$ cat config.mk
export PLATFORM = sky130hd
export DESIGN_NAME = int8_group_quantized_matvec_core_flat
export DESIGN_NICKNAME = d
export VERILOG_FILES = /design/src/rtl/qmv_pkg.sv /design/src/rtl/qmv_req_if.sv /design/src/rtl/qmv_rsp_if.sv /design/src/rtl/qmv_front.sv /design/src/rtl/qmv_fifo.sv /design/src/rtl/qmv_back.sv /design/src/rtl/int8_group_quantized_matvec_core.sv /design/src/flat_wrapper.sv
export SDC_FILE = /design/constraint.sdc
export NUM_CORES = 2
export LEC_CHECK = 0
export BUFFER_PORTS_ARGS = -buffer_cell sky130_fd_sc_hd__buf_4
export CAP_MARGIN = 25
export CORE_ASPECT_RATIO = 0.75
export CORE_MARGIN = 5
export CORE_UTILIZATION = 38
export CTS_CLUSTER_DIAMETER = 80
export DETAILED_ROUTE_END_ITERATION = 8
export GPL_TIMING_DRIVEN = 0
export MAX_ROUTING_LAYER = met4
export PLACE_DENSITY = 0.52
export SLEW_MARGIN = 20
export SYNTH_ARGS = -nofsm -noshare
export SYNTH_HDL_FRONTEND = slang
export SYNTH_SLANG_ARGS = --single-unit
$ cat constraint.sdc
create_clock -name clock -period 12.65 [get_ports clock]
set_input_delay 1.8975 -clock clock [delete_from_list [all_inputs] [get_ports clock]]
set_output_delay 1.8975 -clock clock [all_outputs]
set_load 0.005 [all_outputs]
$ cat src/rtl/qmv_pkg.sv
package qmv_pkg;

   // Parameter defaults and fixed limits
   localparam int MAX_ROW_LENGTH_DEF = 16384;
   localparam int MAX_GROUP_SIZE_DEF = 256;
   localparam int MAX_ROW_COUNT      = 16384;

   // Register and field widths
   localparam int ROW_LENGTH_W = 15;
   localparam int GROUP_SIZE_W = 9;
   localparam int ROW_COUNT_W  = 15;
   localparam int ROW_INDEX_W  = 14;
   localparam int CSR_DATA_W   = 15;
   localparam int CSR_INDEX_W  = 2;

   // Register indexes
   localparam logic [CSR_INDEX_W-1:0] CSR_ROW_LENGTH = 2'd0;
   localparam logic [CSR_INDEX_W-1:0] CSR_GROUP_SIZE = 2'd1;
   localparam logic [CSR_INDEX_W-1:0] CSR_ROW_COUNT  = 2'd2;

   // Register reset values
   localparam logic [ROW_LENGTH_W-1:0] RST_ROW_LENGTH = 15'd64;
   localparam logic [GROUP_SIZE_W-1:0] RST_GROUP_SIZE = 9'd32;
   localparam logic [ROW_COUNT_W-1:0]  RST_ROW_COUNT  = 15'd1;

   // float32 encodings
   localparam logic [31:0] F32_QNAN     = 32'h7fc0_0000;
   localparam logic [31:0] F32_NEG_ZERO = 32'h8000_0000;
   localparam logic [30:0] F32_INF_MAG  = 31'h7f80_0000;

   localparam int QUEUE_DEPTH = 4;

   // One unit of work for the float back end
   typedef struct packed {
      logic                   grp;      // a group closed: accumulate it
      logic                   row_end;  // emit the row sum afterwards
      logic                   last;
      logic [ROW_INDEX_W-1:0] row_idx;
      logic [31:0]            int_sum;
      logic [31:0]            act_scale;
      logic [31:0]            wgt_scale;
   } job_type;

endpackage

$ cat src/rtl/qmv_req_if.sv
interface qmv_req_if;
   logic              valid;
   logic              ready;
   logic signed [7:0] act_q;
   logic signed [7:0] wgt_q;
   logic [31:0]       act_scale;
   logic [31:0]       wgt_scale;

   modport source (output valid, act_q, wgt_q, act_scale, wgt_scale, input ready);
   modport sink   (input valid, act_q, wgt_q, act_scale, wgt_scale, output ready);
endinterface

$ cat src/rtl/qmv_rsp_if.sv
interface qmv_rsp_if;
   logic        valid;
   logic        ready;
   logic [31:0] row_sum;
   logic [13:0] row_index;
   logic        last_row;

   modport source (output valid, row_sum, row_index, last_row, input ready);
   modport sink   (input valid, row_sum, row_index, last_row, output ready);
endinterface

$ cat src/rtl/qmv_front.sv
module qmv_front #(
   parameter int MAX_ROW_LENGTH = qmv_pkg::MAX_ROW_LENGTH_DEF,
   parameter int MAX_GROUP_SIZE = qmv_pkg::MAX_GROUP_SIZE_DEF
) (
   input  logic                             clock,
   input  logic                             reset,
   qmv_req_if.sink                          req_ch,
   input  logic                             csr_wr_en,
   input  logic [qmv_pkg::CSR_INDEX_W-1:0]  csr_index,
   input  logic [qmv_pkg::CSR_DATA_W-1:0]   csr_wdata,
   output logic                             push_valid,
   output qmv_pkg::job_type                 push_job,
   input  logic                             push_ready
);

   localparam int LW  = $clog2(MAX_ROW_LENGTH + 1);
   localparam int GW  = $clog2(MAX_GROUP_SIZE + 1);
   localparam int RCW = $clog2(qmv_pkg::MAX_ROW_COUNT + 1);
   localparam int RIW = qmv_pkg::ROW_INDEX_W;
   localparam int LCW = $clog2(LW + 1);

   function automatic logic [LW-1:0] clamp_len(input logic [qmv_pkg::ROW_LENGTH_W-1:0] v);
      logic [31:0] w;
      w = 32'(v);
      if (w == 32'd0) return LW'(1);
      else if (w > 32'(MAX_ROW_LENGTH)) return LW'(MAX_ROW_LENGTH);
      else return LW'(w);
   endfunction

   function automatic logic [GW-1:0] clamp_gs(input logic [qmv_pkg::GROUP_SIZE_W-1:0] v);
      logic [31:0] w;
      w = 32'(v);
      if (w == 32'd0) return GW'(1);
      else if (w > 32'(MAX_GROUP_SIZE)) return GW'(MAX_GROUP_SIZE);
      else return GW'(w);
   endfunction

   function automatic logic [RCW-1:0] clamp_rc(input logic [qmv_pkg::ROW_COUNT_W-1:0] v);
      logic [31:0] w;
      w = 32'(v);
      if (w == 32'd0) return RCW'(1);
      else if (w > 32'(qmv_pkg::MAX_ROW_COUNT)) return RCW'(qmv_pkg::MAX_ROW_COUNT);
      else return RCW'(w);
   endfunction

   logic [LW-1:0]  n_ff, n_in, whole_ff, whole_in, dsh_ff, dsh_in, ep_ff, ep_in;
   logic [GW-1:0]  gs_ff, gs_in, rem_ff, rem_in, gp_ff, gp_in;
   logic [RCW-1:0] rc_ff, rc_in;
   logic [LCW-1:0] dcnt_ff, dcnt_in;
   logic           busy_ff, busy_in;
   logic [31:0]    sum_ff, sum_in;
   logic [RIW-1:0] row_ff, row_in;

   logic              acc;
   logic signed [15:0] prod;
   logic [31:0]       sum_add;
   logic              in_whole, gclose, rend, last;
   logic [GW-1:0]     gp_inc;
   logic [LW-1:0]     ep_inc;
   logic [GW:0]       dtrial;
   logic [GW-1:0]     rem_next;

   assign req_ch.ready = !busy_ff && push_ready;
   assign acc          = req_ch.valid && req_ch.ready;

   assign prod     = req_ch.act_q * req_ch.wgt_q;
   assign sum_add  = sum_ff + {{16{prod[15]}}, prod};
   assign in_whole = ep_ff < whole_ff;
   assign gp_inc   = gp_ff + GW'(1);
   assign ep_inc   = ep_ff + LW'(1);
   assign gclose   = in_whole && (gp_inc >= gs_ff);
   assign rend     = ep_inc >= n_ff;
   assign last     = (RCW'(row_ff) + RCW'(1)) >= rc_ff;

   // restoring remainder step: n mod group_size, one bit per cycle
   assign dtrial   = {rem_ff, dsh_ff[LW-1]};
   assign rem_next = (dtrial >= {1'b0, gs_ff}) ? GW'(dtrial - {1'b0, gs_ff}) : GW'(dtrial);

   always_comb begin
      push_valid        = acc && (gclose || rend);
      push_job.grp      = gclose;
      push_job.row_end  = rend;
      push_job.last     = last;
      push_job.row_idx  = row_ff;
      push_job.int_sum  = sum_add;
      push_job.act_scale = req_ch.act_scale;
      push_job.wgt_scale = req_ch.wgt_scale;
   end

   always_comb begin
      n_in     = n_ff;
      gs_in    = gs_ff;
      rc_in    = rc_ff;
      whole_in = whole_ff;
      dsh_in   = dsh_ff;
      rem_in   = rem_ff;
      dcnt_in  = dcnt_ff;
      busy_in  = busy_ff;
      ep_in    = ep_ff;
      gp_in    = gp_ff;
      sum_in   = sum_ff;
      row_in   = row_ff;

      if (csr_wr_en) begin
         if (csr_index == qmv_pkg::CSR_ROW_LENGTH) begin
            n_in = clamp_len(qmv_pkg::ROW_LENGTH_W'(csr_wdata));
         end
         if (csr_index == qmv_pkg::CSR_GROUP_SIZE) begin
            gs_in = clamp_gs(csr_wdata[qmv_pkg::GROUP_SIZE_W-1:0]);
         end
         if (csr_index == qmv_pkg::CSR_ROW_COUNT) begin
            rc_in = clamp_rc(qmv_pkg::ROW_COUNT_W'(csr_wdata));
         end
         busy_in = 1'b1;
         dcnt_in = LCW'(LW);
         dsh_in  = n_in;
         rem_in  = '0;
      end else if (busy_ff) begin
         rem_in  = rem_next;
         dsh_in  = dsh_ff << 1;
         dcnt_in = dcnt_ff - LCW'(1);
         if (dcnt_ff == LCW'(1)) begin
            busy_in  = 1'b0;
            whole_in = n_ff - LW'(rem_next);
         end
      end

      if (acc) begin
         if (in_whole) begin
            sum_in = sum_add;
            gp_in  = gp_inc;
         end
         if (gclose) begin
            sum_in = '0;
            gp_in  = '0;
         end
         ep_in = ep_inc;
         if (rend) begin
            ep_in  = '0;
            gp_in  = '0;
            sum_in = '0;
            row_in = last ? '0 : row_ff + RIW'(1);
         end
      end
   end

   always_ff @(posedge clock) begin
      if (reset) begin
         n_ff    <= clamp_len(qmv_pkg::RST_ROW_LENGTH);
         gs_ff   <= clamp_gs(qmv_pkg::RST_GROUP_SIZE);
         rc_ff   <= clamp_rc(qmv_pkg::RST_ROW_COUNT);
         busy_ff <= 1'b1;
         dcnt_ff <= LCW'(LW);
         dsh_ff  <= clamp_len(qmv_pkg::RST_ROW_LENGTH);
         rem_ff  <= '0;
         ep_ff   <= '0;
         gp_ff   <= '0;
         sum_ff  <= '0;
         row_ff  <= '0;
      end else begin
         n_ff    <= n_in;
         gs_ff   <= gs_in;
         rc_ff   <= rc_in;
         busy_ff <= busy_in;
         dcnt_ff <= dcnt_in;
         dsh_ff  <= dsh_in;
         rem_ff  <= rem_in;
         ep_ff   <= ep_in;
         gp_ff   <= gp_in;
         sum_ff  <= sum_in;
         row_ff  <= row_in;
      end
      whole_ff <= whole_in;
   end

endmodule

$ cat src/rtl/qmv_fifo.sv
module qmv_fifo (
   input  logic             clock,
   input  logic             reset,
   input  logic             push_valid,
   input  qmv_pkg::job_type push_job,
   output logic             push_ready,
   output logic             pop_valid,
   output qmv_pkg::job_type pop_job,
   input  logic             pop_ready
);

   localparam int DEPTH = qmv_pkg::QUEUE_DEPTH;
   localparam int PW    = $clog2(DEPTH);
   localparam int CW    = $clog2(DEPTH + 1);

   qmv_pkg::job_type mem [DEPTH];
   logic [PW-1:0] wp_ff, wp_in, rp_ff, rp_in;
   logic [CW-1:0] cnt_ff, cnt_in;
   logic          do_push, do_pop;

   assign push_ready = cnt_ff != CW'(DEPTH);
   assign pop_valid  = cnt_ff != '0;
   assign pop_job    = mem[rp_ff];
   assign do_push    = push_valid && push_ready;
   assign do_pop     = pop_valid && pop_ready;

   always_comb begin
      wp_in  = wp_ff;
      rp_in  = rp_ff;
      cnt_in = cnt_ff;
      if (do_push) begin
         wp_in = (wp_ff == PW'(DEPTH - 1)) ? '0 : wp_ff + PW'(1);
      end
      if (do_pop) begin
         rp_in = (rp_ff == PW'(DEPTH - 1)) ? '0 : rp_ff + PW'(1);
      end
      if (do_push && !do_pop) begin
         cnt_in = cnt_ff + CW'(1);
      end else if (do_pop && !do_push) begin
         cnt_in = cnt_ff - CW'(1);
      end
   end

   always_ff @(posedge clock) begin
      if (reset) begin
         wp_ff  <= '0;
         rp_ff  <= '0;
         cnt_ff <= '0;
      end else begin
         wp_ff  <= wp_in;
         rp_ff  <= rp_in;
         cnt_ff <= cnt_in;
      end
      if (do_push) begin
         mem[wp_ff] <= push_job;
      end
   end

endmodule

$ cat src/rtl/qmv_back.sv
module qmv_back (
   input  logic             clock,
   input  logic             reset,
   input  logic             pop_valid,
   input  qmv_pkg::job_type pop_job,
   output logic             pop_ready,
   qmv_rsp_if.source        rsp_ch
);

   typedef enum logic [3:0] {
      S_IDLE, S_NORM, S_SHR, S_FSET, S_PACK_P, S_ORDER, S_ADD, S_RND, S_PACK, S_DONE, S_EMIT
   } state_type;

   typedef enum logic [1:0] {OP_CONV, OP_SCALE, OP_ROW} op_type;

   state_type        state_ff, state_in, ret_ff, ret_in;
   op_type           op_ff, op_in;
   qmv_pkg::job_type job_ff, job_in;
   logic [63:0]      acc_ff, acc_in, lg_ff, lg_in;
   logic signed [11:0] ex_ff, ex_in, el_ff, el_in, ec_ff, ec_in;
   logic [5:0]       amt_ff, amt_in;
   logic             sign_ff, sign_in, same_ff, same_in, sc_ff, sc_in;
   logic [23:0]      mc_ff, mc_in;
   logic [7:0]       eb_ff, eb_in;
   logic [31:0]      res_ff, res_in, cv_ff, cv_in, x_ff, x_in, y_ff, y_in, z_ff, z_in;
   logic [31:0]      rsum_ff, rsum_in, osum_ff, osum_in;
   logic [13:0]      oidx_ff, oidx_in;
   logic             ov_ff, ov_in, olast_ff, olast_in;

   // operand decode for the fused multiply-add
   logic [7:0]  fa, fb, fc;
   logic        a_nan, b_nan, c_nan, a_inf, b_inf, c_inf, a_zero, b_zero, c_zero, sp;
   logic [23:0] ma, mb;
   logic [47:0] prod48;
   logic signed [11:0] ea, eb;

   assign fa     = x_ff[30:23];
   assign fb     = y_ff[30:23];
   assign fc     = z_ff[30:23];
   assign a_nan  = fa == 8'hff && x_ff[22:0] != '0;
   assign b_nan  = fb == 8'hff && y_ff[22:0] != '0;
   assign c_nan  = fc == 8'hff && z_ff[22:0] != '0;
   assign a_inf  = fa == 8'hff && x_ff[22:0] == '0;
   assign b_inf  = fb == 8'hff && y_ff[22:0] == '0;
   assign c_inf  = fc == 8'hff && z_ff[22:0] == '0;
   assign a_zero = fa == '0 && x_ff[22:0] == '0;
   assign b_zero = fb == '0 && y_ff[22:0] == '0;
   assign c_zero = fc == '0 && z_ff[22:0] == '0;
   assign sp     = x_ff[31] ^ y_ff[31];
   assign ma     = {fa != '0, x_ff[22:0]};
   assign mb     = {fb != '0, y_ff[22:0]};
   assign prod48 = ma * mb;
   assign ea     = (fa != '0) ? $signed({4'b0, fa}) - 12'sd150 : -12'sd149;
   assign eb     = (fb != '0) ? $signed({4'b0, fb}) - 12'sd150 : -12'sd149;

   // alignment and rounding helpers
   logic [63:0]        mcn, addsum;
   logic signed [11:0] ecn, dd, rnd_e, rnd_sh;
   logic               big;
   logic [24:0]        mant;

   assign mcn    = acc_ff >> 2;
   assign ecn    = ex_ff + 12'sd2;
   assign big    = (el_ff > ecn) || (el_ff == ecn && lg_ff >= mcn);
   assign dd     = big ? el_ff - ecn : ecn - el_ff;
   assign addsum = same_ff ? lg_ff + acc_ff : lg_ff - acc_ff;
   assign rnd_e  = ex_ff + 12'sd190;
   assign rnd_sh = (rnd_e >= 12'sd1) ? 12'sd40 : 12'sd41 - rnd_e;
   assign mant   = {1'b0, acc_ff[25:2]} + 25'(acc_ff[1] && (acc_ff[0] || acc_ff[2]));

   assign pop_ready        = state_ff == S_IDLE;
   assign rsp_ch.valid     = ov_ff;
   assign rsp_ch.row_sum   = osum_ff;
   assign rsp_ch.row_index = oidx_ff;
   assign rsp_ch.last_row  = olast_ff;

   always_comb begin
      state_in = state_ff;
      ret_in   = ret_ff;
      op_in    = op_ff;
      job_in   = job_ff;
      acc_in   = acc_ff;
      lg_in    = lg_ff;
      ex_in    = ex_ff;
      el_in    = el_ff;
      ec_in    = ec_ff;
      amt_in   = amt_ff;
      sign_in  = sign_ff;
      same_in  = same_ff;
      sc_in    = sc_ff;
      mc_in    = mc_ff;
      eb_in    = eb_ff;
      res_in   = res_ff;
      cv_in    = cv_ff;
      x_in     = x_ff;
      y_in     = y_ff;
      z_in     = z_ff;
      rsum_in  = rsum_ff;
      osum_in  = osum_ff;
      oidx_in  = oidx_ff;
      olast_in = olast_ff;
      ov_in    = ov_ff;

      if (ov_ff && rsp_ch.ready) begin
         ov_in = 1'b0;
      end

      unique case (state_ff)
         S_IDLE: begin
            if (pop_valid) begin
               job_in = pop_job;
               if (pop_job.grp) begin
                  op_in = OP_CONV;
                  if (pop_job.int_sum == '0) begin
                     res_in   = '0;
                     state_in = S_DONE;
                  end else begin
                     sign_in  = pop_job.int_sum[31];
                     acc_in   = {32'b0, pop_job.int_sum[31] ? 32'd0 - pop_job.int_sum
                                                            : pop_job.int_sum};
                     ex_in    = '0;
                     ret_in   = S_RND;
                     state_in = S_NORM;
                  end
               end else begin
                  state_in = S_EMIT;
               end
            end
         end
         S_NORM: begin
            if (acc_ff[63:48] == '0) begin
               acc_in = acc_ff << 16;
               ex_in  = ex_ff - 12'sd16;
            end else if (acc_ff[63:60] == '0) begin
               acc_in = acc_ff << 4;
               ex_in  = ex_ff - 12'sd4;
            end else if (!acc_ff[63]) begin
               acc_in = acc_ff << 1;
               ex_in  = ex_ff - 12'sd1;
            end else begin
               state_in = ret_ff;
            end
         end
         S_SHR: begin
            // right shift, shifted-out bits jammed into bit 0
            if (amt_ff == '0) begin
               state_in = ret_ff;
            end else if (amt_ff >= 6'd16) begin
               acc_in = {16'b0, acc_ff[63:16]} | 64'(|acc_ff[15:0]);
               amt_in = amt_ff - 6'd16;
            end else if (amt_ff >= 6'd4) begin
               acc_in = {4'b0, acc_ff[63:4]} | 64'(|acc_ff[3:0]);
               amt_in = amt_ff - 6'd4;
            end else begin
               acc_in = {1'b0, acc_ff[63:1]} | 64'(acc_ff[0]);
               amt_in = amt_ff - 6'd1;
            end
         end
         S_FSET: begin
            state_in = S_DONE;
            if (a_nan || b_nan || c_nan) begin
               res_in = qmv_pkg::F32_QNAN;
            end else if (a_inf || b_inf) begin
               if (a_zero || b_zero || (c_inf && z_ff[31] != sp)) begin
                  res_in = qmv_pkg::F32_QNAN;
               end else begin
                  res_in = {sp, qmv_pkg::F32_INF_MAG};
               end
            end else if (c_inf) begin
               res_in = z_ff;
            end else if (a_zero || b_zero) begin
               res_in = c_zero ? {sp & z_ff[31], 31'b0} : z_ff;
            end else begin
               acc_in   = {16'b0, prod48};
               ex_in    = ea + eb;
               sign_in  = sp;
               sc_in    = z_ff[31];
               mc_in    = {fc != '0, z_ff[22:0]};
               ec_in    = (fc != '0) ? $signed({4'b0, fc}) - 12'sd150 : -12'sd149;
               ret_in   = c_zero ? S_RND : S_PACK_P;
               state_in = S_NORM;
            end
         end
         S_PACK_P: begin
            lg_in    = acc_ff >> 2;
            el_in    = ex_ff + 12'sd2;
            acc_in   = {40'b0, mc_ff};
            ex_in    = ec_ff;
            ret_in   = S_ORDER;
            state_in = S_NORM;
         end
         S_ORDER: begin
            same_in = sign_ff == sc_ff;
            if (big) begin
               acc_in = mcn;
            end else begin
               lg_in   = mcn;
               el_in   = ecn;
               sign_in = sc_ff;
               acc_in  = lg_ff;
            end
            if (dd >= 12'sd64) begin
               acc_in = 64'd1;
               amt_in = '0;
            end else begin
               amt_in = dd[5:0];
            end
            ret_in   = S_ADD;
            state_in = S_SHR;
         end
         S_ADD: begin
            if (!same_ff && addsum == '0) begin
               res_in   = '0;
               state_in = S_DONE;
            end else begin
               acc_in   = addsum;
               ex_in    = el_ff;
               ret_in   = S_RND;
               state_in = S_NORM;
            end
         end
         S_RND: begin
            if (rnd_e >= 12'sd255) begin
               res_in   = {sign_ff, qmv_pkg::F32_INF_MAG};
               state_in = S_DONE;
            end else if (rnd_sh > 12'sd64) begin
               res_in   = {sign_ff, 31'b0};
               state_in = S_DONE;
            end else begin
               amt_in   = 6'(rnd_sh - 12'sd2);
               eb_in    = (rnd_e >= 12'sd1) ? 8'(rnd_e - 12'sd1) : 8'd0;
               ret_in   = S_PACK;
               state_in = S_SHR;
            end
         end
         S_PACK: begin
            res_in   = {sign_ff, {eb_ff, 23'b0} + 31'(mant)};
            state_in = S_DONE;
         end
         S_DONE: begin
            unique case (op_ff)
               OP_CONV: begin
                  cv_in    = res_ff;
                  x_in     = job_ff.act_scale;
                  y_in     = job_ff.wgt_scale;
                  z_in     = qmv_pkg::F32_NEG_ZERO;
                  op_in    = OP_SCALE;
                  state_in = S_FSET;
               end
               OP_SCALE: begin
                  x_in     = cv_ff;
                  y_in     = res_ff;
                  z_in     = rsum_ff;
                  op_in    = OP_ROW;
                  state_in = S_FSET;
               end
               OP_ROW: begin
                  rsum_in  = res_ff;
                  state_in = job_ff.row_end ? S_EMIT : S_IDLE;
               end
               default: begin
                  state_in = S_IDLE;
               end
            endcase
         end
         S_EMIT: begin
            if (!ov_ff || rsp_ch.ready) begin
               ov_in    = 1'b1;
               osum_in  = rsum_ff;
               oidx_in  = job_ff.row_idx;
               olast_in = job_ff.last;
               rsum_in  = '0;
               state_in = S_IDLE;
            end
         end
         default: begin
            state_in = S_IDLE;
         end
      endcase
   end

   always_ff @(posedge clock) begin
      if (reset) begin
         state_ff <= S_IDLE;
         ret_ff   <= S_IDLE;
         op_ff    <= OP_CONV;
         rsum_ff  <= '0;
         ov_ff    <= 1'b0;
      end else begin
         state_ff <= state_in;
         ret_ff   <= ret_in;
         op_ff    <= op_in;
         rsum_ff  <= rsum_in;
         ov_ff    <= ov_in;
      end
      job_ff   <= job_in;
      acc_ff   <= acc_in;
      lg_ff    <= lg_in;
      ex_ff    <= ex_in;
      el_ff    <= el_in;
      ec_ff    <= ec_in;
      amt_ff   <= amt_in;
      sign_ff  <= sign_in;
      same_ff  <= same_in;
      sc_ff    <= sc_in;
      mc_ff    <= mc_in;
      eb_ff    <= eb_in;
      res_ff   <= res_in;
      cv_ff    <= cv_in;
      x_ff     <= x_in;
      y_ff     <= y_in;
      z_ff     <= z_in;
      osum_ff  <= osum_in;
      oidx_ff  <= oidx_in;
      olast_ff <= olast_in;
   end

   // normalizer only ever runs on a nonzero significand
   assert property (@(posedge clock) disable iff (reset)
      state_ff == S_NORM |-> acc_ff != '0)
      else $error("normalize on zero significand");

   // rounding shift leaves at most 24 mantissa bits plus guard and sticky
   assert property (@(posedge clock) disable iff (reset)
      state_ff == S_PACK |-> acc_ff[63:26] == '0)
      else $error("rounding shift left too many bits");

   // emitting a row loads the output register and restarts the row sum
   assert property (@(posedge clock) disable iff (reset)
      state_ff == S_EMIT && (!ov_ff || rsp_ch.ready) |=> ov_ff && rsum_ff == '0)
      else $error("row emit lost");

endmodule

$ cat src/rtl/int8_group_quantized_matvec_core.sv
// Row result: the row's last element enters the job queue, the back end takes the job and its emit
//   state loads the output register; a group that closes on that element adds its float work first.
// Throughput: one element transfer per cycle while the front end is not busy and the 4-entry job
//   queue has room; each closed group holds the float back end on its shared normalize/shift unit.
// Reset: synchronous, active high. Clears all counters, the row sum, the queue and the output
//   valid; req_ch.ready stays low while the whole-group bound is derived, likewise after a csr write.
module int8_group_quantized_matvec_core #(
   parameter int MAX_ROW_LENGTH = qmv_pkg::MAX_ROW_LENGTH_DEF,
   parameter int MAX_GROUP_SIZE = qmv_pkg::MAX_GROUP_SIZE_DEF
) (
   input  logic                            clock,
   input  logic                            reset,
   qmv_req_if.sink                         req_ch,
   qmv_rsp_if.source                       rsp_ch,
   input  logic                            csr_wr_en,
   input  logic [qmv_pkg::CSR_INDEX_W-1:0] csr_index,
   input  logic [qmv_pkg::CSR_DATA_W-1:0]  csr_wdata
);

   // Front end: takes one element per transfer, keeps the integer group sum and the
   // element/group/row counters, and emits a job when a group closes or a row ends.
   // It also holds the config and derives the whole-group bound with a bit-serial remainder.
   qmv_pkg::job_type push_job, pop_job;
   logic             push_valid, push_ready;
   logic             pop_valid, pop_ready;

   qmv_front #(
      .MAX_ROW_LENGTH (MAX_ROW_LENGTH),
      .MAX_GROUP_SIZE (MAX_GROUP_SIZE)
   ) u_front (
      .clock      (clock),
      .reset      (reset),
      .req_ch     (req_ch),
      .csr_wr_en  (csr_wr_en),
      .csr_index  (csr_index),
      .csr_wdata  (csr_wdata),
      .push_valid (push_valid),
      .push_job   (push_job),
      .push_ready (push_ready)
   );

   // Short queue so the front keeps streaming while the float unit works on a group.
   qmv_fifo u_fifo (
      .clock      (clock),
      .reset      (reset),
      .push_valid (push_valid),
      .push_job   (push_job),
      .push_ready (push_ready),
      .pop_valid  (pop_valid),
      .pop_job    (pop_job),
      .pop_ready  (pop_ready)
   );

   // Back end: sequenced float32 datapath (24x24 multiplier, stepwise normalize and
   // sticky right shift, 64-bit add, round-to-nearest-even pack). Per group it converts
   // the integer sum, forms the scale product, folds it into the row sum with one rounding,
   // and on row end moves the sum into the output register, which frees it for the next row.
   qmv_back u_back (
      .clock     (clock),
      .reset     (reset),
      .pop_valid (pop_valid),
      .pop_job   (pop_job),
      .pop_ready (pop_ready),
      .rsp_ch    (rsp_ch)
   );

endmodule

$ cat src/flat_wrapper.sv
// flat-port wrapper written by rule: the top's interface ports become plain ports
module int8_group_quantized_matvec_core_flat 
#(
   parameter int MAX_ROW_LENGTH = qmv_pkg::MAX_ROW_LENGTH_DEF,
   parameter int MAX_GROUP_SIZE = qmv_pkg::MAX_GROUP_SIZE_DEF
)
  (clock, reset, csr_wr_en, csr_index, csr_wdata, req_ch_valid, req_ch_act_q, req_ch_wgt_q, req_ch_act_scale, req_ch_wgt_scale, req_ch_ready, rsp_ch_valid, rsp_ch_row_sum, rsp_ch_row_index, rsp_ch_last_row, rsp_ch_ready);
  qmv_req_if req_ch_i ();
  qmv_rsp_if rsp_ch_i ();
  input  logic clock;
  input  logic reset;
  input  logic csr_wr_en;
  input  logic [qmv_pkg::CSR_INDEX_W-1:0] csr_index;
  input  logic [qmv_pkg::CSR_DATA_W-1:0] csr_wdata;
  input wire logic [$bits(req_ch_i.valid)-1:0] req_ch_valid;
  input wire logic [$bits(req_ch_i.act_q)-1:0] req_ch_act_q;
  input wire logic [$bits(req_ch_i.wgt_q)-1:0] req_ch_wgt_q;
  input wire logic [$bits(req_ch_i.act_scale)-1:0] req_ch_act_scale;
  input wire logic [$bits(req_ch_i.wgt_scale)-1:0] req_ch_wgt_scale;
  output wire logic [$bits(req_ch_i.ready)-1:0] req_ch_ready;
  output wire logic [$bits(rsp_ch_i.valid)-1:0] rsp_ch_valid;
  output wire logic [$bits(rsp_ch_i.row_sum)-1:0] rsp_ch_row_sum;
  output wire logic [$bits(rsp_ch_i.row_index)-1:0] rsp_ch_row_index;
  output wire logic [$bits(rsp_ch_i.last_row)-1:0] rsp_ch_last_row;
  input wire logic [$bits(rsp_ch_i.ready)-1:0] rsp_ch_ready;
  assign req_ch_i.valid = req_ch_valid;
  assign req_ch_i.act_q = req_ch_act_q;
  assign req_ch_i.wgt_q = req_ch_wgt_q;
  assign req_ch_i.act_scale = req_ch_act_scale;
  assign req_ch_i.wgt_scale = req_ch_wgt_scale;
  assign req_ch_ready = req_ch_i.ready;
  assign rsp_ch_valid = rsp_ch_i.valid;
  assign rsp_ch_row_sum = rsp_ch_i.row_sum;
  assign rsp_ch_row_index = rsp_ch_i.row_index;
  assign rsp_ch_last_row = rsp_ch_i.last_row;
  assign rsp_ch_i.ready = rsp_ch_ready;
  int8_group_quantized_matvec_core #(.MAX_ROW_LENGTH(MAX_ROW_LENGTH), .MAX_GROUP_SIZE(MAX_GROUP_SIZE)) u_core (.clock(clock), .reset(reset), .req_ch(req_ch_i), .rsp_ch(rsp_ch_i), .csr_wr_en(csr_wr_en), .csr_index(csr_index), .csr_wdata(csr_wdata));
endmodule
## After elaboration in Yosys (flattened, before gate mapping)

Memories as Yosys holds them, arrays and structs flattened. A register that Yosys moved wholly into a read port is not among the register bits.
Index checks and enable logic that the tools add are counted.

- Flip-flop bits (word level): 695
- Bits in writable memories: 452
- Input bits: 102
- Word-level logic and storage cells: 392
- Memories: 1

- $add $sub $neg: 34
- Multiply operators: 2
- Magnitude comparators: 15
- Equal/unequal tests: 48
- Muxes and demuxes: 137
- Bitwise gates (word level): 12
- Reduce and logical (&&, ||, !) cells: 98

Memories:

| memory | words | width | rd ports | clocked after memory_dff | write ports | line | text |
|---|---|---|---|---|---|---|---|
| u_core.u_fifo.mem | 4 | 113 | 1 | 1 | 1 | qmv_fifo.sv:16 | `qmv_pkg::job_type mem [DEPTH];` |

Operator list:

| operator | number |
|---|---|
| 2-to-1 mux 64 bit | 16 |
| 2-to-1 mux 32 bit | 18 |
| case mux 64 bit (7 select lines) | 1 |
| case mux 32 bit (2 select lines) | 4 |
| 2-to-1 mux 12 bit | 16 |
| case mux 32 bit (5 select lines) | 1 |
| case mux 64 bit (2 select lines) | 1 |
| 2-to-1 mux 63 bit | 2 |
| 2-to-1 mux 4 bit | 26 |
| 2-to-1 mux 15 bit | 6 |
| logical NOT 23 bit | 3 |
| nonzero test 23 bit | 3 |
| adder 64 bit | 1 |
| greater-or-equal comparator 64 x 62 -> 1 bit | 1 |
| logical NOT 64 bit | 1 |
| subtractor 64 bit | 1 |
| bitwise OR 63 x 1 -> 63 bit | 1 |
| bitwise OR 60 x 1 -> 60 bit | 1 |
| case mux 12 bit (5 select lines) | 1 |
| 2-to-1 mux 9 bit | 6 |
| multiplier 24 x 24 -> 48 bit | 1 |
| bitwise OR 48 x 1 -> 48 bit | 1 |
| case mux 4 bit (11 select lines) | 1 |
| inequality test 2 bit, second input constant | 20 |
| other kinds (97) | 213 |

## Longest topological paths before layout

- Depth after elaboration: 10
- Depth in mapped cells: 33
- Gate-level depth less buffers: 32

## Modules after synthesis

Synthesis repeated with hierarchy kept, for this count alone.

- Cell total of the unflattened synthesis: 7969
- Area, all modules: 83433.8 µm²

Modules (own cells, without submodules):

| module | times used | cells each | area an instance (µm²) |
|---|---|---|---|
| qmv_back | 1 | 5753 | 53506.3 |
| qmv_fifo | 1 | 639 | 16782.3 |
| qmv_front | 1 | 1577 | 13145.1 |

## Worst setup path before layout

OpenSTA, ideal clock, no wires.

- Path kind: reg2reg
- From: reg u_core.u_back.acc_ff[10]
- To: reg u_core.u_back.acc_ff[0] (enable)
- Setup time: 0.586 ns
- Arrival: 9.772 ns
- Required time: 12.064 ns
- Slack: 2.292 ns
- Cell stages (with the launch flop): 23
- Path through: edfxtp_1 buf_6 or4_4 or3_4 or3_1 nor2_1 and2_1 nor2b_1 a21oi_1 xnor2_1 ha_1 clkbuf_1 and3_1 nand2_1 nor3_1 nand3_1 a2111oi_1 o21ai_0 a31oi_1 a21oi_1 nand4_4 nand2_1 a221oi_1

- Cells in the longest elaborated chain, start to end: 6
- Elaborated cells on any way between the ends: 7
- Those cells by class: 2 x add/sub; 1 x eq/ne; 1 x mux; 3 x reduce/logical

RTL lines:

| what | line | text |
|---|---|---|
| start, declared | qmv_back.sv:19 | `logic [63:0] acc_ff, acc_in, lg_ff, lg_in;` |
| start signal, assigned | qmv_back.sv:297 | `acc_ff <= acc_in;` |
| subtractor 64 bit or adder 64 bit (tied branches) | qmv_back.sv:66 | `assign addsum = same_ff ? lg_ff + acc_ff : lg_ff - acc_ff;` |
| 2-to-1 mux 64 bit * | qmv_back.sv:66 |  |
| logical NOT 64 bit * | qmv_back.sv:212 | `if (!same_ff && addsum == '0) begin` |
| logical AND 1 bit * | qmv_back.sv:212 |  |
| inequality test 2 bit (no line) * | - |  |
| AND reduction 11 bit (no line) * | - |  |

Mark *: on every way between the ends. The rest lies on a longest branch, timed or not.
A chain may end at the register's enable or synchronous reset.

## Worst setup path in the final report

- From: reg u_core.u_back.acc_ff[17]
- To: reg u_core.u_back.res_ff[26] (enable)

- Cells in the longest elaborated chain, start to end: 6
- Elaborated cells on any way between the ends: 7
- Those cells by class: 2 x add/sub; 1 x eq/ne; 1 x mux; 3 x reduce/logical

RTL lines:

| what | line | text |
|---|---|---|
| subtractor 64 bit or adder 64 bit (tied branches) | qmv_back.sv:66 |  |
| 2-to-1 mux 64 bit * | qmv_back.sv:66 |  |
| logical NOT 64 bit * | qmv_back.sv:212 |  |
| logical AND 1 bit * | qmv_back.sv:212 |  |
| inequality test 2 bit (no line) * | - |  |
| AND reduction 7 bit (no line) * | - |  |
| end signal, assigned | qmv_back.sv:308 | `res_ff <= res_in;` |
| end, declared | qmv_back.sv:25 | `logic [31:0] res_ff, res_in, cv_ff, cv_in, x_ff, x_in, y_ff, y_in, z_ff, z_in;` |

Marked as above.

==> impl_summary.log <==
[metrics] status: complete, but fails checks
[metrics] failing checks: DRC
[metrics] overall via count from detail_route: between 60000 and 70000
[metrics] number of standard cells after synthesis: between 7000 and 8000
[metrics] growth of design area from synthesis to finish: 12.23%
[metrics] R2R Path Start: u_core.u_back.acc_ff[17]
[metrics] Bufs on Longest Clock Path: 3
[metrics] number of sinks driven by the clock tree: between 1000 and 1500
[metrics] Antenna Violating Nets Remaining: 0
[metrics] Leakage Power: roughly 37 nW
[metrics] Data arrival, critical path: around 11 ns
[metrics] slew at the pin closest to its max-slew limit: 1.175 ns
[metrics] Slew headroom: 0.2167
[metrics] number of register bits inferred by synthesis: about 1100
[metrics] final wirelength: 312400 um
[metrics] fillcell total: 20730
[metrics] vertical die dimension: 413.9 um
[metrics] number of hold buffers added after cts: 0
[metrics] number of max-cap violations: 0
[metrics] clock transition at the register clock pins on the worst setup and hold paths after CTS: 0.06 ns
[metrics] remaining global-route overflow: 0
[metrics] biggest fanout along the worst timing path: 13
[metrics] via count of the first global-routing pass: 62680
[metrics] synthesis warning total: 0
[metrics] width of the chip: around 550 um
[metrics] most common cell after layout, fill and taps aside: sky130_fd_sc_hd__edfxtp_1
[metrics] total of endpoints with negative setup slack in the final report: 0
[metrics] sequential fraction of the synthesis area: 0.3926
[metrics] cell internal power dissipation: around 0.013 W
[metrics] area of the die: around 230000 um2
[metrics] worst skew pair latency: 0.78 ns
[metrics] Initial Utilization: 0.3815
[metrics] buffer type at the clock tree root: sky130_fd_sc_hd__clkbuf_16
[metrics] slack of the critical path: around 2.3 ns
[metrics] sequential group share of total power: 0.201
[metrics] DRC errors left: 8
[metrics] number of synthesized flops with an enable pin: approximately 950
[metrics] ports placed on the boundary: between 150 and 200
[metrics] HPWL after detailed placement: between 200000 and 250000 um
[metrics] core region area: around 220000 um2
[metrics] Hold Path Stages: 0
[metrics] H-tree levels: 4
[metrics] unique cell type count in the Yosys netlist: 96
[metrics] overall global routing resource usage: 0.2789
[metrics] total CTS buffers: 132
[metrics] post-DR vias/cell: approximately 5.8
[metrics] nature of the critical path startpoint: flip-flop
[metrics] Syn Std Cell Area: 82650 um2
[metrics] share of final-layout standard cells stronger than drive strength 1: 0.08420
[metrics] Async S/R FF share, synth: 0
[metrics] quantity of I/O buffers inserted on ports: roughly 150
[metrics] Post CTS Setup Buffer Count: 0
[metrics] CTS tree: done
[metrics] number of standard-cell rows in the floorplan: between 100 and 150
[metrics] Hold Violations, Final: 0
[metrics] gpl congestion: ~1
[metrics] Slew Limit Fails: 0
[metrics] flop2flop setup slack: about 2.3 ns
[metrics] Final Skew: around 0.043 ns
[metrics] total power per unit cell area: roughly 290 nW/um2
[metrics] type of the worst setup path: flip-flop to flip-flop
[metrics] worst r2r dst: u_core.u_back.res_ff[26]
[metrics] startpoint of the lowest-slack hold path: u_core.u_back.acc_ff[37]
[metrics] VDD IR-drop max: between 0.5 and 0.6 mV
[metrics] number of DRC markers after the initial detailed-route iteration: 7920
[metrics] fraction of power consumed by combinational cells: 0.658
[metrics] net count reported at finish: a little over 9000
[metrics] Wirelength per Cell: 27.94 um
[metrics] wire length of the first global-routing pass: 451100 um
[metrics] number of antenna violations at the first check in global routing: 24
[metrics] r2r worst-path depth: 25
[metrics] Avg Cell Area, Syn: between 10 and 15 um2
[metrics] highest-count cells in the layout ignoring fill and taps: sky130_fd_sc_hd__edfxtp_1, sky130_fd_sc_hd__nand2_1, sky130_fd_sc_hd__inv_1, sky130_fd_sc_hd__fa_1, sky130_fd_sc_hd__ha_1
[metrics] Final min period: ~10 ns
[metrics] maximum number of pins on one net before global-route repair: 65
[metrics] post-placement cell count: roughly 11000
[metrics] crit end category: flip-flop
[metrics] sink of the worst hold path: u_core.u_back.lg_ff[35]
[metrics] Synth Flop Type: sky130_fd_sc_hd__edfxtp_1
[metrics] post-route clock period utilization: 0.8171
[metrics] net switching power of the design: roughly 0.014 W
[metrics] type of the tightest min-delay check: flip-flop to flip-flop
[metrics] drt pass-1 iters: 9
[metrics] worst setup slack before clock tree synthesis: between 2 and 3 ns
[metrics] setup repair after global routing missed its margin: false
[metrics] f_max: between 90 and 100 MHz
[metrics] final non-filler cell total: ~11000
[metrics] relative contribution of the clock network to total power: 0.141
[metrics] number of gates resized after cts: 0
[metrics] net switching share of the total power: 0.5101
[metrics] required time of the critical path: around 13 ns
[metrics] Mapped Nets: ~9000
power by group through the flow:
stage	combinational, W	clock (W)	sequential, W
floorplan	0.0111	0	0.00533
global placement	0.0172	0	0.00558
detailed placement	0.0174	0	0.00550
CTS	0.0175	0.00390	0.00543
global route	0.0192	0.00406	0.00546
finish	0.0179	0.00383	0.00545
how the worst max path moves through the flow:
| stage | start | endpoint | slack (ns) | cells after the start |
|---|---|---|---|---|
| floorplan | u_core.u_back.acc_ff[10] | u_core.u_back.acc_ff[0] | 2.29 | 22 |
| global placement | u_core.u_back.acc_ff[17] | u_core.u_back.acc_ff[44] | -4.94 | 22 |
| detailed placement | u_core.u_back.acc_ff[17] | u_core.u_back.res_ff[25] | 2.63 | 25 |
| CTS | u_core.u_back.acc_ff[17] | u_core.u_back.res_ff[23] | 2.64 | 25 |
| global route | u_core.u_back.acc_ff[17] | u_core.u_back.res_ff[26] | 2.11 | 25 |
| finish | u_core.u_back.acc_ff[17] | u_core.u_back.res_ff[26] | 2.31 | 25 |
kinds of logic (layout without fill, tap and decap cells):
group,Yosys count,after routing,share of synthesized area
and+or+nand+nor,2243,2243,0.1300
AOI/OAI and AO/OA,1519,1519,0.1191
buffers and inverters,1245,1695,0.05695
DFF,1144,1144,0.3926
adders and majority gates,1046,1046,0.2079
xor gates and xnor gates,370,370,0.03921
muxes,297,297,0.05427
other,0,18,0
sequential cells by signal, summed over array words and instances, names as in the netlist, 62 cells and up, named ones only:
signal and flops:
u_core.u_fifo.mem 452, u_core.u_back.job_ff 80, u_core.u_back.acc_ff 64, u_core.u_back.lg_ff 62
worst max-delay path, cell delays in order, from the launching register on:
cell	delay (ns)
sky130_fd_sc_hd__edfxtp_1	0.38
sky130_fd_sc_hd__clkbuf_1	0.43
sky130_fd_sc_hd__nor4_1	0.79
sky130_fd_sc_hd__nand3_1	0.25
sky130_fd_sc_hd__or3_1	0.59
sky130_fd_sc_hd__nor2_1	0.36
sky130_fd_sc_hd__and2_1	0.26
sky130_fd_sc_hd__nor2b_1	0.42
sky130_fd_sc_hd__and3_1	0.43
sky130_fd_sc_hd__a21oi_1	0.14
sky130_fd_sc_hd__xnor2_1	0.18
sky130_fd_sc_hd__ha_1	0.28
sky130_fd_sc_hd__clkbuf_1	0.28
sky130_fd_sc_hd__nand2_1	0.24
sky130_fd_sc_hd__nor4_1	0.77
sky130_fd_sc_hd__nor2_1	0.12
sky130_fd_sc_hd__a211o_1	0.50
sky130_fd_sc_hd__or4_1	0.58
sky130_fd_sc_hd__nor4_1	0.27
sky130_fd_sc_hd__nand4_1	0.19
sky130_fd_sc_hd__nor4_1	0.51
sky130_fd_sc_hd__and4_2	0.52
sky130_fd_sc_hd__nand4b_1	0.40
sky130_fd_sc_hd__a211oi_4	0.64
sky130_fd_sc_hd__buf_8	0.24
sky130_fd_sc_hd__buf_6	0.21
metal layers:
| layer | vias to the layer above | share of wire | track usage |
|---|---|---|---|
| li1 | 28340 | - | - |
| met1 | 33090 | 0.48 | 0.4251 |
| met2 | 3072 | 0.40 | 0.3726 |
| met3 | 339 | 0.10 | 0.06771 |
| met4 | 0 | 0.020 | 0.05552 |
| met5 | - | 0 | - |
layout make-up:
| type | instances | area, um2 | share of cell area |
|---|---|---|---|
| flip-flops and latches | 1144 | 32450 | 0.3498 |
| repair buffers | 206 | 2001 | 0.02157 |
| diodes | 18 | 45.04 | 0.0004856 |
| plain buffers | 423 | 1645 | 0.01774 |
| multi-input cells | 5475 | 45620 | 0.4918 |
| inverters | 822 | 3090 | 0.03332 |
| clock buffers | 177 | 3628 | 0.03912 |
| clock inverters | 67 | 710.7 | 0.007662 |
| well taps | 2850 | 3566 | 0.03844 |
cells in the mapped netlist (111+ instances only):
cell type	n	area share
sky130_fd_sc_hd__edfxtp_1	954	0.35
sky130_fd_sc_hd__dfxtp_1	190	0.046
sky130_fd_sc_hd__fa_1	545	0.13
sky130_fd_sc_hd__a21oi_1	428	0.026
sky130_fd_sc_hd__a21o_1	119	0.011
sky130_fd_sc_hd__nand2_1	874	0.040
sky130_fd_sc_hd__nor2_1	408	0.019
sky130_fd_sc_hd__clkbuf_1	365	0.017
sky130_fd_sc_hd__mux4_2	112	0.031
sky130_fd_sc_hd__xnor2_1	264	0.028
sky130_fd_sc_hd__nand3_1	129	0.0078
sky130_fd_sc_hd__o21ai_0	333	0.020
sky130_fd_sc_hd__nor3_1	111	0.0067
sky130_fd_sc_hd__and2_1	310	0.023
sky130_fd_sc_hd__ha_1	501	0.076
sky130_fd_sc_hd__inv_1	817	0.037
stage by stage:
step	power [W]	setup TNS [ns]	area [um2]	hold WS, ns	util
after floorplan	0.01647	0	82650	0.4003	-
after detailed placement	0.02287	0	88210	0.4045	0.4072
after global routing	0.02869	0	92740	0.4400	0.4281
after CTS	0.02686	0	92550	0.4210	0.4272
after global placement	0.02276	-329.11	87320	0.4048	0.4030
final	0.02713	0	92760	0.4200	0.4281
Power figures use the tool's default switching activity.
